File: config.mk
export PLATFORM = sky130hd
export DESIGN_NAME = led_matrix_xy_to_index_top
export DESIGN_NICKNAME = d
export VERILOG_FILES = /design/src/sv/lmx_pkg.sv /design/src/sv/lmx_div_pipe.sv /design/src/sv/lmx_order_pipe.sv /design/src/sv/led_matrix_xy_to_index_top.sv
export VERILOG_INCLUDE_DIRS = /design/src /design/src/sv
export SDC_FILE = /design/constraint.sdc
export NUM_CORES = 2
export LEC_CHECK = 0
export BUFFER_PORTS_ARGS = -buffer_cell sky130_fd_sc_hd__buf_4
export CORE_ASPECT_RATIO = 1.1
export CORE_MARGIN = 4
export CORE_UTILIZATION = 27
export DETAILED_ROUTE_END_ITERATION = 16
export GPL_TIMING_DRIVEN = 0
export HOLD_SLACK_MARGIN = 0.06
export PLACE_DENSITY = 0.47
export RECOVER_POWER = 50
export SETUP_SLACK_MARGIN = 0.4
export SYNTH_ARGS = -nofsm -noshare
export SYNTH_HDL_FRONTEND = slang
export SYNTH_SLANG_ARGS = --single-unit
export TNS_END_PERCENT = 100
File: constraint.sdc
create_clock -name clock -period 7.1 [get_ports clock]
set_input_delay 0.71 -clock clock [delete_from_list [all_inputs] [get_ports clock]]
set_output_delay 0.71 -clock clock [all_outputs]
set_load 0.05 [all_outputs]
File: src/sv/led_matrix_xy_to_index_top_assert.svh
// Assertion macros shared by the LED matrix index mapper.
// LMX_ASSERT_IMPLY checks that a condition implies another in the same cycle.
// LMX_ASSERT_PAST checks that a signal is only high when $past(src, n) of a
// source is high.
`ifndef LED_MATRIX_XY_TO_INDEX_TOP_ASSERT_SVH
`define LED_MATRIX_XY_TO_INDEX_TOP_ASSERT_SVH
`ifndef NO_ASSERTIONS
`define LMX_ASSERT_IMPLY(name, clk, rst, ante, cons) \
   name: assert property (@(posedge clk) disable iff (rst) (ante) |-> (cons)) \
      else $error("lmx: implication check failed");
`define LMX_ASSERT_PAST(name, clk, rst, sig, src, n) \
   name: assert property (@(posedge clk) disable iff (rst) (sig) |-> $past(src, n)) \
      else $error("lmx: pipeline delay check failed");
`else
`define LMX_ASSERT_IMPLY(name, clk, rst, ante, cons)
`define LMX_ASSERT_PAST(name, clk, rst, sig, src, n)
`endif
`endif

File: src/sv/lmx_pkg.sv
`default_nettype none

package lmx_pkg;

   // Layout register bit positions, shared by the pixel and tile layouts.
   localparam int LAYOUT_BITS = 4;
   localparam int LAY_BOTTOM  = 0;
   localparam int LAY_RIGHT   = 1;
   localparam int LAY_COLUMNS = 2;
   localparam int LAY_ZIGZAG  = 3;

   // Configuration register indexes.
   localparam int CSR_INDEX_BITS = 3;
   typedef enum logic [CSR_INDEX_BITS-1:0] {
      CSR_TILE_WIDTH   = 3'd0,
      CSR_TILE_HEIGHT  = 3'd1,
      CSR_TILES_ACROSS = 3'd2,
      CSR_TILES_DOWN   = 3'd3,
      CSR_PIXEL_LAYOUT = 3'd4,
      CSR_TILE_LAYOUT  = 3'd5
   } lmx_csr_type;

   // Reset values of the configuration registers.
   localparam int TILE_WIDTH_RESET   = 8;
   localparam int TILE_HEIGHT_RESET  = 8;
   localparam int TILES_ACROSS_RESET = 1;
   localparam int TILES_DOWN_RESET   = 1;
   localparam int LAYOUT_RESET       = 0;

   typedef logic [LAYOUT_BITS-1:0] lmx_layout_type;

   // Control bits that travel with each beat down the pipeline.
   typedef struct packed {
      logic valid;
      logic in_range;
   } lmx_ctl_type;

endpackage

`default_nettype wire

File: src/sv/lmx_div_pipe.sv
`default_nettype none
`include "led_matrix_xy_to_index_top_assert.svh"

// Two restoring dividers side by side, one quotient bit per stage.
module lmx_div_pipe
   import lmx_pkg::*;
#(
   parameter int COORD_BITS = 8
) (
   input  logic                  clock,
   input  logic                  reset,
   input  lmx_ctl_type           in_ctl,
   input  logic [COORD_BITS-1:0] in_x,
   input  logic [COORD_BITS-1:0] in_y,
   input  logic [COORD_BITS-1:0] div_x,
   input  logic [COORD_BITS-1:0] div_y,
   output lmx_ctl_type           out_ctl,
   output logic [COORD_BITS-1:0] out_qx,
   output logic [COORD_BITS-1:0] out_rx,
   output logic [COORD_BITS-1:0] out_qy,
   output logic [COORD_BITS-1:0] out_ry
);

   localparam int STAGES = COORD_BITS;

   lmx_ctl_type           ctl_ff [STAGES];
   lmx_ctl_type           ctl_in [STAGES];
   logic [COORD_BITS-1:0] x_ff   [STAGES];
   logic [COORD_BITS-1:0] x_in   [STAGES];
   logic [COORD_BITS-1:0] y_ff   [STAGES];
   logic [COORD_BITS-1:0] y_in   [STAGES];
   logic [COORD_BITS-1:0] rx_ff  [STAGES];
   logic [COORD_BITS-1:0] rx_in  [STAGES];
   logic [COORD_BITS-1:0] ry_ff  [STAGES];
   logic [COORD_BITS-1:0] ry_in  [STAGES];
   logic [COORD_BITS-1:0] qx_ff  [STAGES];
   logic [COORD_BITS-1:0] qx_in  [STAGES];
   logic [COORD_BITS-1:0] qy_ff  [STAGES];
   logic [COORD_BITS-1:0] qy_in  [STAGES];

   // Each stage shifts in one dividend bit and subtracts the divisor if it fits.
   always_comb begin
      logic [COORD_BITS-1:0] rx_src;
      logic [COORD_BITS-1:0] ry_src;
      logic [COORD_BITS-1:0] qx_src;
      logic [COORD_BITS-1:0] qy_src;
      logic [COORD_BITS:0]   tx;
      logic [COORD_BITS:0]   ty;
      logic                  ge_x;
      logic                  ge_y;
      for (int k = 0; k < STAGES; k++) begin
         if (k == 0) begin
            ctl_in[k] = in_ctl;
            x_in[k]   = in_x;
            y_in[k]   = in_y;
            rx_src    = '0;
            ry_src    = '0;
            qx_src    = '0;
            qy_src    = '0;
         end else begin
            ctl_in[k] = ctl_ff[k-1];
            x_in[k]   = x_ff[k-1];
            y_in[k]   = y_ff[k-1];
            rx_src    = rx_ff[k-1];
            ry_src    = ry_ff[k-1];
            qx_src    = qx_ff[k-1];
            qy_src    = qy_ff[k-1];
         end
         tx   = {rx_src, x_in[k][STAGES-1-k]};
         ty   = {ry_src, y_in[k][STAGES-1-k]};
         ge_x = tx >= {1'b0, div_x};
         ge_y = ty >= {1'b0, div_y};
         rx_in[k] = ge_x ? COORD_BITS'(tx - {1'b0, div_x}) : tx[COORD_BITS-1:0];
         ry_in[k] = ge_y ? COORD_BITS'(ty - {1'b0, div_y}) : ty[COORD_BITS-1:0];
         qx_in[k] = qx_src;
         qy_in[k] = qy_src;
         qx_in[k][STAGES-1-k] = ge_x;
         qy_in[k][STAGES-1-k] = ge_y;
      end
   end

   // Stage registers; only the control bits are reset.
   always_ff @(posedge clock) begin
      for (int k = 0; k < STAGES; k++) begin
         if (reset) begin
            ctl_ff[k] <= '0;
         end else begin
            ctl_ff[k] <= ctl_in[k];
         end
         x_ff[k]  <= x_in[k];
         y_ff[k]  <= y_in[k];
         rx_ff[k] <= rx_in[k];
         ry_ff[k] <= ry_in[k];
         qx_ff[k] <= qx_in[k];
         qy_ff[k] <= qy_in[k];
      end
   end

   assign out_ctl = ctl_ff[STAGES-1];
   assign out_qx  = qx_ff[STAGES-1];
   assign out_rx  = rx_ff[STAGES-1];
   assign out_qy  = qy_ff[STAGES-1];
   assign out_ry  = ry_ff[STAGES-1];

   `LMX_ASSERT_PAST(a_div_delay, clock, reset, out_ctl.valid, in_ctl.valid, STAGES)

endmodule

`default_nettype wire

File: src/sv/lmx_order_pipe.sv
`default_nettype none
`include "led_matrix_xy_to_index_top_assert.svh"

// Applies the tile and pixel layouts and forms the linear tile number and
// the linear pixel offset inside the tile, in three stages.
module lmx_order_pipe
   import lmx_pkg::*;
#(
   parameter int COORD_BITS = 8
) (
   input  logic                    clock,
   input  logic                    reset,
   input  lmx_ctl_type             in_ctl,
   input  logic [COORD_BITS-1:0]   tile_col,
   input  logic [COORD_BITS-1:0]   tile_row,
   input  logic [COORD_BITS-1:0]   pix_col,
   input  logic [COORD_BITS-1:0]   pix_row,
   input  logic [COORD_BITS-1:0]   tile_width,
   input  logic [COORD_BITS-1:0]   tile_height,
   input  logic [COORD_BITS-1:0]   tiles_across,
   input  logic [COORD_BITS-1:0]   tiles_down,
   input  lmx_layout_type          pixel_layout,
   input  lmx_layout_type          tile_layout,
   output lmx_ctl_type             out_ctl,
   output logic [2*COORD_BITS-1:0] tile_lin,
   output logic [2*COORD_BITS-1:0] pixel_lin
);

   localparam int DW = 2 * COORD_BITS;
   localparam logic [COORD_BITS-1:0] ONE = COORD_BITS'(1);

   // Stage A: corner flips, axis choice and zigzag parity.
   lmx_ctl_type           a_ctl_ff;
   logic [COORD_BITS-1:0] a_tmajor_ff, a_tminor_ff, a_tscale_ff;
   logic [COORD_BITS-1:0] a_pmajor_ff, a_pminor_ff, a_pscale_ff;
   logic                  a_todd_ff, a_podd_ff;
   logic [COORD_BITS-1:0] a_tmajor_in, a_tminor_in, a_tscale_in;
   logic [COORD_BITS-1:0] a_pmajor_in, a_pminor_in, a_pscale_in;
   logic                  a_todd_in, a_podd_in;

   always_comb begin
      logic [COORD_BITS-1:0] t_col_f;
      logic [COORD_BITS-1:0] t_row_f;
      logic [COORD_BITS-1:0] p_col_f;
      logic [COORD_BITS-1:0] p_row_f;
      logic [1:0]            corner;
      t_col_f = tile_layout[LAY_RIGHT] ? tiles_across - ONE - tile_col : tile_col;
      t_row_f = tile_layout[LAY_BOTTOM] ? tiles_down - ONE - tile_row : tile_row;
      if (tile_layout[LAY_COLUMNS]) begin
         a_tmajor_in = t_col_f;
         a_tminor_in = t_row_f;
         a_tscale_in = tiles_down;
      end else begin
         a_tmajor_in = t_row_f;
         a_tminor_in = t_col_f;
         a_tscale_in = tiles_across;
      end
      a_todd_in = tile_layout[LAY_ZIGZAG] & a_tmajor_in[0];

      // Odd zigzag tile lines start their pixels from the opposite corner.
      corner = {pixel_layout[LAY_RIGHT], pixel_layout[LAY_BOTTOM]} ^ {a_todd_in, a_todd_in};
      p_col_f = corner[1] ? tile_width - ONE - pix_col : pix_col;
      p_row_f = corner[0] ? tile_height - ONE - pix_row : pix_row;
      if (pixel_layout[LAY_COLUMNS]) begin
         a_pmajor_in = p_col_f;
         a_pminor_in = p_row_f;
         a_pscale_in = tile_height;
      end else begin
         a_pmajor_in = p_row_f;
         a_pminor_in = p_col_f;
         a_pscale_in = tile_width;
      end
      a_podd_in = pixel_layout[LAY_ZIGZAG] & a_pmajor_in[0];
   end

   always_ff @(posedge clock) begin
      if (reset) begin
         a_ctl_ff <= '0;
      end else begin
         a_ctl_ff <= in_ctl;
      end
      a_tmajor_ff <= a_tmajor_in;
      a_tminor_ff <= a_tminor_in;
      a_tscale_ff <= a_tscale_in;
      a_todd_ff   <= a_todd_in;
      a_pmajor_ff <= a_pmajor_in;
      a_pminor_ff <= a_pminor_in;
      a_pscale_ff <= a_pscale_in;
      a_podd_ff   <= a_podd_in;
   end

   // Stage B: line start by multiplication, position along the line.
   lmx_ctl_type           b_ctl_ff;
   logic [DW-1:0]         b_tprod_ff, b_pprod_ff, b_tprod_in, b_pprod_in;
   logic [COORD_BITS-1:0] b_tadd_ff, b_padd_ff, b_tadd_in, b_padd_in;

   always_comb begin
      b_tprod_in = DW'(a_tmajor_ff) * DW'(a_tscale_ff);
      b_pprod_in = DW'(a_pmajor_ff) * DW'(a_pscale_ff);
      b_tadd_in  = a_todd_ff ? a_tscale_ff - ONE - a_tminor_ff : a_tminor_ff;
      b_padd_in  = a_podd_ff ? a_pscale_ff - ONE - a_pminor_ff : a_pminor_ff;
   end

   always_ff @(posedge clock) begin
      if (reset) begin
         b_ctl_ff <= '0;
      end else begin
         b_ctl_ff <= a_ctl_ff;
      end
      b_tprod_ff <= b_tprod_in;
      b_pprod_ff <= b_pprod_in;
      b_tadd_ff  <= b_tadd_in;
      b_padd_ff  <= b_padd_in;
   end

   // Stage C: linear positions.
   lmx_ctl_type   c_ctl_ff;
   logic [DW-1:0] c_tlin_ff, c_plin_ff, c_tlin_in, c_plin_in;

   assign c_tlin_in = b_tprod_ff + DW'(b_tadd_ff);
   assign c_plin_in = b_pprod_ff + DW'(b_padd_ff);

   always_ff @(posedge clock) begin
      if (reset) begin
         c_ctl_ff <= '0;
      end else begin
         c_ctl_ff <= b_ctl_ff;
      end
      c_tlin_ff <= c_tlin_in;
      c_plin_ff <= c_plin_in;
   end

   assign out_ctl   = c_ctl_ff;
   assign tile_lin  = c_tlin_ff;
   assign pixel_lin = c_plin_ff;

   `LMX_ASSERT_PAST(a_order_delay, clock, reset, out_ctl.valid, in_ctl.valid, 3)

endmodule

`default_nettype wire

File: src/sv/led_matrix_xy_to_index_top.sv
// A result strobes on rsp_valid once the beat taken with start has passed the input
// register, the range check, the divider stages (one per coordinate bit), the ordering
// stages and the tile-offset and result registers.
// Throughput: one coordinate per cycle; busy is low except during reset.
// Reset is synchronous: it empties the pipeline and restores the default
// configuration (8x8 tile, one tile, both layouts zero).
`default_nettype none
`include "led_matrix_xy_to_index_top_assert.svh"

module led_matrix_xy_to_index_top
   import lmx_pkg::*;
#(
   parameter int COORD_BITS = 8,
   parameter int INDEX_BITS = 16
) (
   input  logic                      clock,
   input  logic                      reset,
   input  logic                      start,
   output logic                      busy,
   input  logic [COORD_BITS-1:0]     req_pixel_x,
   input  logic [COORD_BITS-1:0]     req_pixel_y,
   output logic                      rsp_valid,
   output logic                      rsp_in_range,
   output logic [INDEX_BITS-1:0]     rsp_led_index,
   input  logic                      csr_valid,
   output logic                      csr_ready,
   input  logic [CSR_INDEX_BITS-1:0] csr_index,
   input  logic [COORD_BITS-1:0]     csr_wdata
);

   localparam int DW      = 2 * COORD_BITS;
   localparam int LATENCY = COORD_BITS + 7;

   logic accept;

   assign busy      = reset;
   assign accept    = start & ~busy;
   assign csr_ready = ~reset;

   // Configuration registers.
   logic [COORD_BITS-1:0] tile_width_ff, tile_height_ff, tiles_across_ff, tiles_down_ff;
   lmx_layout_type        pixel_layout_ff, tile_layout_ff;

   always_ff @(posedge clock) begin
      if (reset) begin
         tile_width_ff   <= COORD_BITS'(TILE_WIDTH_RESET);
         tile_height_ff  <= COORD_BITS'(TILE_HEIGHT_RESET);
         tiles_across_ff <= COORD_BITS'(TILES_ACROSS_RESET);
         tiles_down_ff   <= COORD_BITS'(TILES_DOWN_RESET);
         pixel_layout_ff <= LAYOUT_BITS'(LAYOUT_RESET);
         tile_layout_ff  <= LAYOUT_BITS'(LAYOUT_RESET);
      end else if (csr_valid && csr_ready) begin
         case (lmx_csr_type'(csr_index))
            CSR_TILE_WIDTH: begin
               tile_width_ff <= csr_wdata;
            end
            CSR_TILE_HEIGHT: begin
               tile_height_ff <= csr_wdata;
            end
            CSR_TILES_ACROSS: begin
               tiles_across_ff <= csr_wdata;
            end
            CSR_TILES_DOWN: begin
               tiles_down_ff <= csr_wdata;
            end
            CSR_PIXEL_LAYOUT: begin
               pixel_layout_ff <= csr_wdata[LAYOUT_BITS-1:0];
            end
            CSR_TILE_LAYOUT: begin
               tile_layout_ff <= csr_wdata[LAYOUT_BITS-1:0];
            end
            default: begin
            end
         endcase
      end
   end

   // Display size and tile area, refreshed every cycle from the registers.
   logic [DW-1:0] wtot_ff, htot_ff, area_ff;

   always_ff @(posedge clock) begin
      wtot_ff <= DW'(tile_width_ff) * DW'(tiles_across_ff);
      htot_ff <= DW'(tile_height_ff) * DW'(tiles_down_ff);
      area_ff <= DW'(tile_width_ff) * DW'(tile_height_ff);
   end

   // Input register.
   logic                  s0_valid_ff;
   logic [COORD_BITS-1:0] s0_x_ff, s0_y_ff;

   always_ff @(posedge clock) begin
      if (reset) begin
         s0_valid_ff <= 1'b0;
      end else begin
         s0_valid_ff <= accept;
      end
      s0_x_ff <= req_pixel_x;
      s0_y_ff <= req_pixel_y;
   end

   // Range check against the whole display; a zero size leaves no pixel.
   lmx_ctl_type           s1_ctl_ff, s1_ctl_in;
   logic [COORD_BITS-1:0] s1_x_ff, s1_y_ff;

   always_comb begin
      s1_ctl_in.valid    = s0_valid_ff;
      s1_ctl_in.in_range = s0_valid_ff && (DW'(s0_x_ff) < wtot_ff) && (DW'(s0_y_ff) < htot_ff);
   end

   always_ff @(posedge clock) begin
      if (reset) begin
         s1_ctl_ff <= '0;
      end else begin
         s1_ctl_ff <= s1_ctl_in;
      end
      s1_x_ff <= s0_x_ff;
      s1_y_ff <= s0_y_ff;
   end

   // Split coordinates into tile number and position inside the tile.
   lmx_ctl_type           d_ctl;
   logic [COORD_BITS-1:0] d_tcol, d_px, d_trow, d_py;

   lmx_div_pipe #(
      .COORD_BITS(COORD_BITS)
   ) u_div (
      .clock   (clock),
      .reset   (reset),
      .in_ctl  (s1_ctl_ff),
      .in_x    (s1_x_ff),
      .in_y    (s1_y_ff),
      .div_x   (tile_width_ff),
      .div_y   (tile_height_ff),
      .out_ctl (d_ctl),
      .out_qx  (d_tcol),
      .out_rx  (d_px),
      .out_qy  (d_trow),
      .out_ry  (d_py)
   );

   // Layout ordering of tiles and pixels.
   lmx_ctl_type   o_ctl;
   logic [DW-1:0] o_tile_lin, o_pixel_lin;

   lmx_order_pipe #(
      .COORD_BITS(COORD_BITS)
   ) u_order (
      .clock        (clock),
      .reset        (reset),
      .in_ctl       (d_ctl),
      .tile_col     (d_tcol),
      .tile_row     (d_trow),
      .pix_col      (d_px),
      .pix_row      (d_py),
      .tile_width   (tile_width_ff),
      .tile_height  (tile_height_ff),
      .tiles_across (tiles_across_ff),
      .tiles_down   (tiles_down_ff),
      .pixel_layout (pixel_layout_ff),
      .tile_layout  (tile_layout_ff),
      .out_ctl      (o_ctl),
      .tile_lin     (o_tile_lin),
      .pixel_lin    (o_pixel_lin)
   );

   // Tile offset: tile number times tile area, wrapped to the index width.
   lmx_ctl_type           m_ctl_ff;
   logic [INDEX_BITS-1:0] m_full;
   logic [INDEX_BITS-1:0] m_prod_ff, m_plin_ff;

   assign m_full = INDEX_BITS'(o_tile_lin) * INDEX_BITS'(area_ff);

   always_ff @(posedge clock) begin
      if (reset) begin
         m_ctl_ff <= '0;
      end else begin
         m_ctl_ff <= o_ctl;
      end
      m_prod_ff <= m_full;
      m_plin_ff <= INDEX_BITS'(o_pixel_lin);
   end

   // Result register; off-display coordinates give index zero.
   lmx_ctl_type           r_ctl_ff;
   logic [INDEX_BITS-1:0] r_index_ff, r_index_in;

   assign r_index_in = m_ctl_ff.in_range ? m_prod_ff + m_plin_ff : '0;

   always_ff @(posedge clock) begin
      if (reset) begin
         r_ctl_ff <= '0;
      end else begin
         r_ctl_ff <= m_ctl_ff;
      end
      r_index_ff <= r_index_in;
   end

   assign rsp_valid     = r_ctl_ff.valid;
   assign rsp_in_range  = r_ctl_ff.in_range;
   assign rsp_led_index = r_index_ff;

   `LMX_ASSERT_IMPLY(a_off_display_zero, clock, reset, rsp_valid && !rsp_in_range, rsp_led_index == '0)
   `LMX_ASSERT_IMPLY(a_range_has_beat, clock, reset, rsp_in_range, rsp_valid)
   `LMX_ASSERT_PAST(a_result_delay, clock, reset, rsp_valid, accept, LATENCY)

endmodule

`default_nettype wire
### After elaboration in Yosys (flattened, before gate mapping)

Memories as Yosys holds them, arrays and structs flattened. A register that Yosys moved wholly into a read port is not among the register bits.
Index checks and enable logic that the tools add are counted.
Widths: inputs -> output; s select.

* output and inout bits: 20
* memories kept: 7
* register bits: 309
* input port bits: 31
* logic and storage cells: 170
* bits in writable memories: 400

Memory list
* u_div.qx_ff: words 8, width 8, read ports 8, clocked after Yosys merged registers in 0, wr ports 8, line lmx_div_pipe.sv:36 `logic [COORD_BITS-1:0] qx_ff [STAGES];`
* u_div.qy_ff: words 8, width 8, read ports 8, clocked after Yosys merged registers in 0, wr ports 8, line lmx_div_pipe.sv:38 `logic [COORD_BITS-1:0] qy_ff [STAGES];`
* u_div.rx_ff: words 8, width 8, read ports 8, clocked after Yosys merged registers in 0, wr ports 8, line lmx_div_pipe.sv:32 `logic [COORD_BITS-1:0] rx_ff [STAGES];`
* u_div.ry_ff: words 8, width 8, read ports 8, clocked after Yosys merged registers in 0, wr ports 8, line lmx_div_pipe.sv:34 `logic [COORD_BITS-1:0] ry_ff [STAGES];`
* u_div.x_ff: words 8, width 8, read ports 7, clocked after Yosys merged registers in 0, wr ports 8, line lmx_div_pipe.sv:28 `logic [COORD_BITS-1:0] x_ff [STAGES];`
* u_div.y_ff: words 8, width 8, read ports 7, clocked after Yosys merged registers in 0, wr ports 8, line lmx_div_pipe.sv:30 `logic [COORD_BITS-1:0] y_ff [STAGES];`
* 1 more memories

* mux-type cells: 39
* $add $sub $neg: 31
* equality and inequality tests: 5
* multiply operators: 6
* bitwise operators: 13
* reductions and logical operators: 10
* magnitude comparators: 18

Operators with widths (number)
* $mux 8: 28
* $sub 8x8->8: 20
* $ge 9x8->1: 14
* $mul 8x8->16: 5
* $sub 8x1->8 const B: 6
* $add 16x8->16: 2
* $lt 8x16->1: 2
* $add 16x16->16: 1
* $ge 1x8->1: 2
* $mul 16x16->16: 1
* $mux 2: 8
* $sub 1x8->8: 2
* $reduce_and 2->1: 6
* $or 1x1->1: 8
* $eq 3x2->1 const B: 2
* $eq 3x3->1 const B: 2
* $and 1x1->1: 3
* $eq 3x1->1 const B: 1
* $logic_and 1x1->1: 3
* $logic_not 3->1: 1
* $mux 1: 3
* $xor 2x2->2: 1
* $not 1->1: 1

### Depth between registers and ports, before layout

* depth after elaboration: 9
* gate-level depth with buffers: 20
* mapped depth without buffers: 19

### By module

From an unflattened synthesis, not the netlist that was laid out.

* cell total of the unflattened synthesis: 4001
* area, all modules: 38501.9 µm²

By module, submodules not included
* led_matrix_xy_to_index_top: area an instance 15506.1 µm², sequential area each 3503.4 µm², cells an instance 1656, instances 1
* lmx_div_pipe: area an instance 12176.7 µm², sequential area each 5445.2 µm², cells an instance 1174, instances 1
* lmx_order_pipe: area an instance 10819.1 µm², sequential area each 2722.6 µm², cells an instance 1171, instances 1

### Worst setup path after synthesis

OpenSTA, ideal clock, no wires.

* kind: flip-flop to flip-flop
* start: register area_ff[1]
* end: register m_prod_ff[13]
* clock period less this slack: 4.893 ns
* path buffers: 1
* data arrival time: 4.821 ns
* library setup time: 0.072 ns
* slack: 2.207 ns
* stages on the path, launching flop included: 20
* data required time: 7.028 ns
* path through: dfxtp_1 > clkbuf_1 > and2_1 > fa_1 > inv_1 > fa_1 > inv_1 > ha_1 > fa_1 > fa_1 > inv_1 > fa_1 > inv_1 > ha_1 > or2_2 > a21oi_1 > nor2_1 > a21o_1 > a21oi_1 > xnor2_1

* word-level cells in the longest chain between the ends: 1

Ends and longest elaborated chain
* start, declared: line led_matrix_xy_to_index_top.sv:79 `logic [DW-1:0] wtot_ff, htot_ff, area_ff;`
* start signal, assigned: line led_matrix_xy_to_index_top.sv:84 `area_ff <= DW'(tile_width_ff) * DW'(tile_height_ff);`
* $mul 16x16->16: line led_matrix_xy_to_index_top.sv:171 `assign m_full = INDEX_BITS'(o_tile_lin) * INDEX_BITS'(area_ff);`
* named net m_full[13]: line led_matrix_xy_to_index_top.sv:168 `logic [INDEX_BITS-1:0] m_full;`
* end signal, assigned: line led_matrix_xy_to_index_top.sv:179 `m_prod_ff <= m_full;`
* end, declared: line led_matrix_xy_to_index_top.sv:169 `logic [INDEX_BITS-1:0] m_prod_ff, m_plin_ff;`

The timed path passes the listed nets, and every way through them passes these cells.
A chain may end at the register's enable or synchronous reset.

### Final worst setup path

* start: register tile_width_ff[1]
* end: register area_ff[15]

* word-level cells in the longest chain between the ends: 1

Ends and longest elaborated chain
* start, declared: line led_matrix_xy_to_index_top.sv:41 `logic [COORD_BITS-1:0] tile_width_ff, tile_height_ff, tiles_across_ff, tiles_down_ff;`
* start signal, assigned: line led_matrix_xy_to_index_top.sv:46 `tile_width_ff <= COORD_BITS'(TILE_WIDTH_RESET);`
* start signal, assigned: line led_matrix_xy_to_index_top.sv:55 `tile_width_ff <= csr_wdata;`
* $mul 8x8->16: line led_matrix_xy_to_index_top.sv:84

No other way between the ends.

==> impl_metrics.tcl <==
set metrics [dict create \
    firstDrtPassIters 5 \
    grt_max_degree 19 \
    tightest_slew_ns 1.219 \
    worst_setup_path_start_kind "register" \
    skew_ns 0.03153 \
    fin_crit_sh 0.8492 \
    io_buffers 50 \
    wire_per_inst_um 15.09 \
    cts_buffer_depth 3 \
    core_area_um2 136800 \
    final_nets 4718 \
    max-cap-violations 0 \
    ys_seq_area_frac 0.3128 \
    start_util 0.2727 \
    cts_root_buffer "clkbuf_16" \
    dieArea_um2 144200 \
    p_per_area_nw_per_um2 292.9 \
    finalSetupViolCount 0 \
    cts.sinks 583 \
    rsz0062_at_grt "no" \
    grt_pass1_wl_um 142900 \
    vias 25078 \
    num_io_pins 51 \
    drt-total-wl_um 87920 \
    gr-total-overflow 0 \
    vdd.ir_drop.worst_uv 171.5 \
    worstPathMaxFanout 16 \
    clk_latency_ns 0.66 \
    fin_setup_tns_ns 0 \
    areaGrowthSynthToFinish_pct 13.47 \
    via_per_inst 4.304 \
    fp.dieW_um 362.4 \
    ctsHtreeMaxLevel 3 \
    synthFlopType "dfxtp_1" \
    crit_type "register to register" \
    synth-seq-cells 583 \
    drive_gt1_frac 0.06085 \
    fp-row-count 142 \
    post-dp-hpwl_um 68930 \
    synth.avg_cell_area_um2 9.693 \
    outcome "finished clean" \
    setup_slack_ns 1.070 \
    relSlewSlack 0.1865 \
    die_h_um 397.9 \
    synth.net_count 4595 \
    cts_tree "yes" \
    finalWeightedCongestion 0.8208 \
    cts_buffers 71 \
    min_period_ns 6.030 \
    grt_pass1_vias 26212 \
    grt.total_usage 0.1247 \
    final_max_slew_viol_count 0 \
    finalPower_uw 12400 \
    drtAntennaViolNets 0 \
    crit_path_end_kind "register" \
    hold_path.class "input pin to register" \
    drc_errors 0 \
    fillers 14352 \
    synth_cell_types 55 \
    antenna_found_initial 2 \
    synthArstFlopShare 0 \
    place_worst_setup_slack_ns 0.8874 \
    ctsHoldBuffers 0 \
    netlist_instances 3849 \
    ctsResizeCount 0 \
    timing.hold.ws_ns 0.1762 \
    max_freq_mhz 165.9 \
    leakagePower_uw 0.01971 \
    synth_edf_count 0 \
    cts_setup_buffers 0 \
    worstPathRequired_ns 7.61 \
    cp.arrival_ns 6.54 \
    drtIter0Drc 918 \
    syn-cell-area_um2 37310 \
    ys.warnings.count 0 \
    clk_pin_slew_worst_paths_ns 0.06 \
    hold_viol 0 \
]
layout make-up:
| class | count | area [um^2] | area share |
|---|---|---|---|
| antenna | 1 | 2.502 | 0.00005911 |
| buffer | 79 | 300.3 | 0.007094 |
| clock buffer | 92 | 1956 | 0.04620 |
| clock inverter | 35 | 514.2 | 0.01215 |
| inverter | 544 | 2042 | 0.04824 |
| multi-input combinational | 2643 | 23290 | 0.5503 |
| sequential | 583 | 11670 | 0.2757 |
| tap | 1800 | 2252 | 0.05320 |
| timing repair buffer | 50 | 300.3 | 0.007094 |
through the flow:
| step | util | std cells | area, um^2 |
|---|---|---|---|
| final | 0.3094 | 5827 | 42330 |
| after global routing | 0.3094 | 5826 | 42330 |
| after CTS | 0.3100 | 5826 | 42400 |
| after detailed placement | 0.2919 | 5699 | 39930 |
| after global placement | 0.2919 | 5699 | 39930 |
| after floorplan | - | 3849 | 37310 |
Yosys cell counts, types with 14 or more instances:
library cell,instances,share of area
a21boi_0,44,0.0089
fa_1,283,0.15
mux2i_1,116,0.031
nor2_1,236,0.024
a21boi_1,14,0.0028
nor2b_1,76,0.013
nand2b_1,26,0.0044
o21ai_0,114,0.015
dfxtp_1,583,0.31
o21a_1,68,0.014
o21ai_1,14,0.0019
nand4_1,33,0.0055
o31ai_1,14,0.0028
mux2_2,83,0.025
nand3_1,27,0.0036
o31a_1,15,0.0035
inv_1,542,0.055
nor3_1,30,0.0040
and2_1,231,0.039
a211oi_1,20,0.0040
xor2_1,42,0.0099
a21oi_1,100,0.013
clkbuf_1,69,0.0069
xnor2_1,160,0.038
a21o_1,51,0.010
nand2_1,304,0.031
ha_1,432,0.14
critical path: stages (launching register included):
cell,delay (ns)
dfxtp_1,1.12
clkinv_1,1.01
nor2_1,0.37
fa_1,0.22
inv_1,0.06
fa_1,0.53
inv_1,0.04
ha_1,0.27
inv_1,0.05
fa_1,0.53
inv_1,0.04
ha_1,0.32
nor2b_1,0.14
o21ai_0,0.19
a21boi_0,0.17
o31a_1,0.31
o211ai_1,0.24
a21oi_1,0.12
xnor2_1,0.13
path summary, 6_finish.rpt:
path                                 start                         to  slack (ns)  depth (start not counted)
max reg2reg  tile_width_ff[1]$_SDFFE_PP0P_        area_ff[15]$_DFF_P_        1.07                         18
min reg2reg      u_div.x_ff[0][10]$_DFF_P_  u_div.x_ff[0][18]$_DFF_P_        0.31                          0
min                         req_pixel_x[4]         s0_x_ff[4]$_DFF_P_        0.18                          1
max          tile_width_ff[1]$_SDFFE_PP0P_        area_ff[15]$_DFF_P_        1.07                         18
metal layers:
| metal | share of wire | GRT usage | up-vias |
|---|---|---|---|
| met5 | 0 | 0 | - |
| met4 | 0.037 | 0.04891 | 0 |
| met3 | 0.036 | 0.01996 | 157 |
| met2 | 0.45 | 0.2044 | 329 |
| met1 | 0.48 | 0.1644 | 11817 |
| li1 | - | - | 12775 |
cells by family after synthesis:
| group | Yosys count | synth area share |
|---|---|---|
| and+or+nand+nor | 1017 | 0.1335 |
| adders and majority gates | 715 | 0.2967 |
| buffers and inverters | 623 | 0.06278 |
| DFF | 583 | 0.3128 |
| AOI/OAI and AO/OA | 510 | 0.09049 |
| xor gates and xnor gates | 202 | 0.04742 |
| muxes | 199 | 0.05618 |
layout by cell type, fill, tap and decap left out, types with 14 or more instances in the layout:
cell and count:
a21oi_1 100, a21boi_1 14, buf_4 15, o21ai_0 114, fa_1 283, and2_1 222
nand2_1 304, o21a_1 68, nand4_1 33, ha_1 432, a211oi_1 20, mux2_2 74
o31a_1 15, nor3_1 30, dfxtp_1 583, clkbuf_4 16, clkbuf_1 103, nand3_1 27
a21boi_0 44, clkbuf_16 71, o21ai_1 14, a21o_1 51, nand2b_1 26, o31ai_1 14
xnor2_1 160, nor2b_1 76, xor2_1 42, inv_1 542, nor2_1 236, mux2i_1 116
power breakdown:
group	internal [uW]	total (uW)	switching, uW
Combinational	1950	4190	2240
Sequential	4010	4450	448
Clock	2270	3760	1490
Total	8220	12400	4180
sequential cells by signal, summed over array words and instances (netlist names), 16 cells and up:
signal,flops
area_ff,16
htot_ff,16
m_plin_ff,16
m_prod_ff,16
rsp_led_index,16
u_div.ctl_ff,16
u_div.qx_ff,36
u_div.qy_ff,36
u_div.rx_ff,64
u_div.ry_ff,64
u_div.x_ff,28
u_div.y_ff,28
u_order.b_pprod_ff,16
u_order.b_tprod_ff,16
u_order.pixel_lin,16
u_order.tile_lin,16
wtot_ff,16
Power figures use the tool's default switching activity.
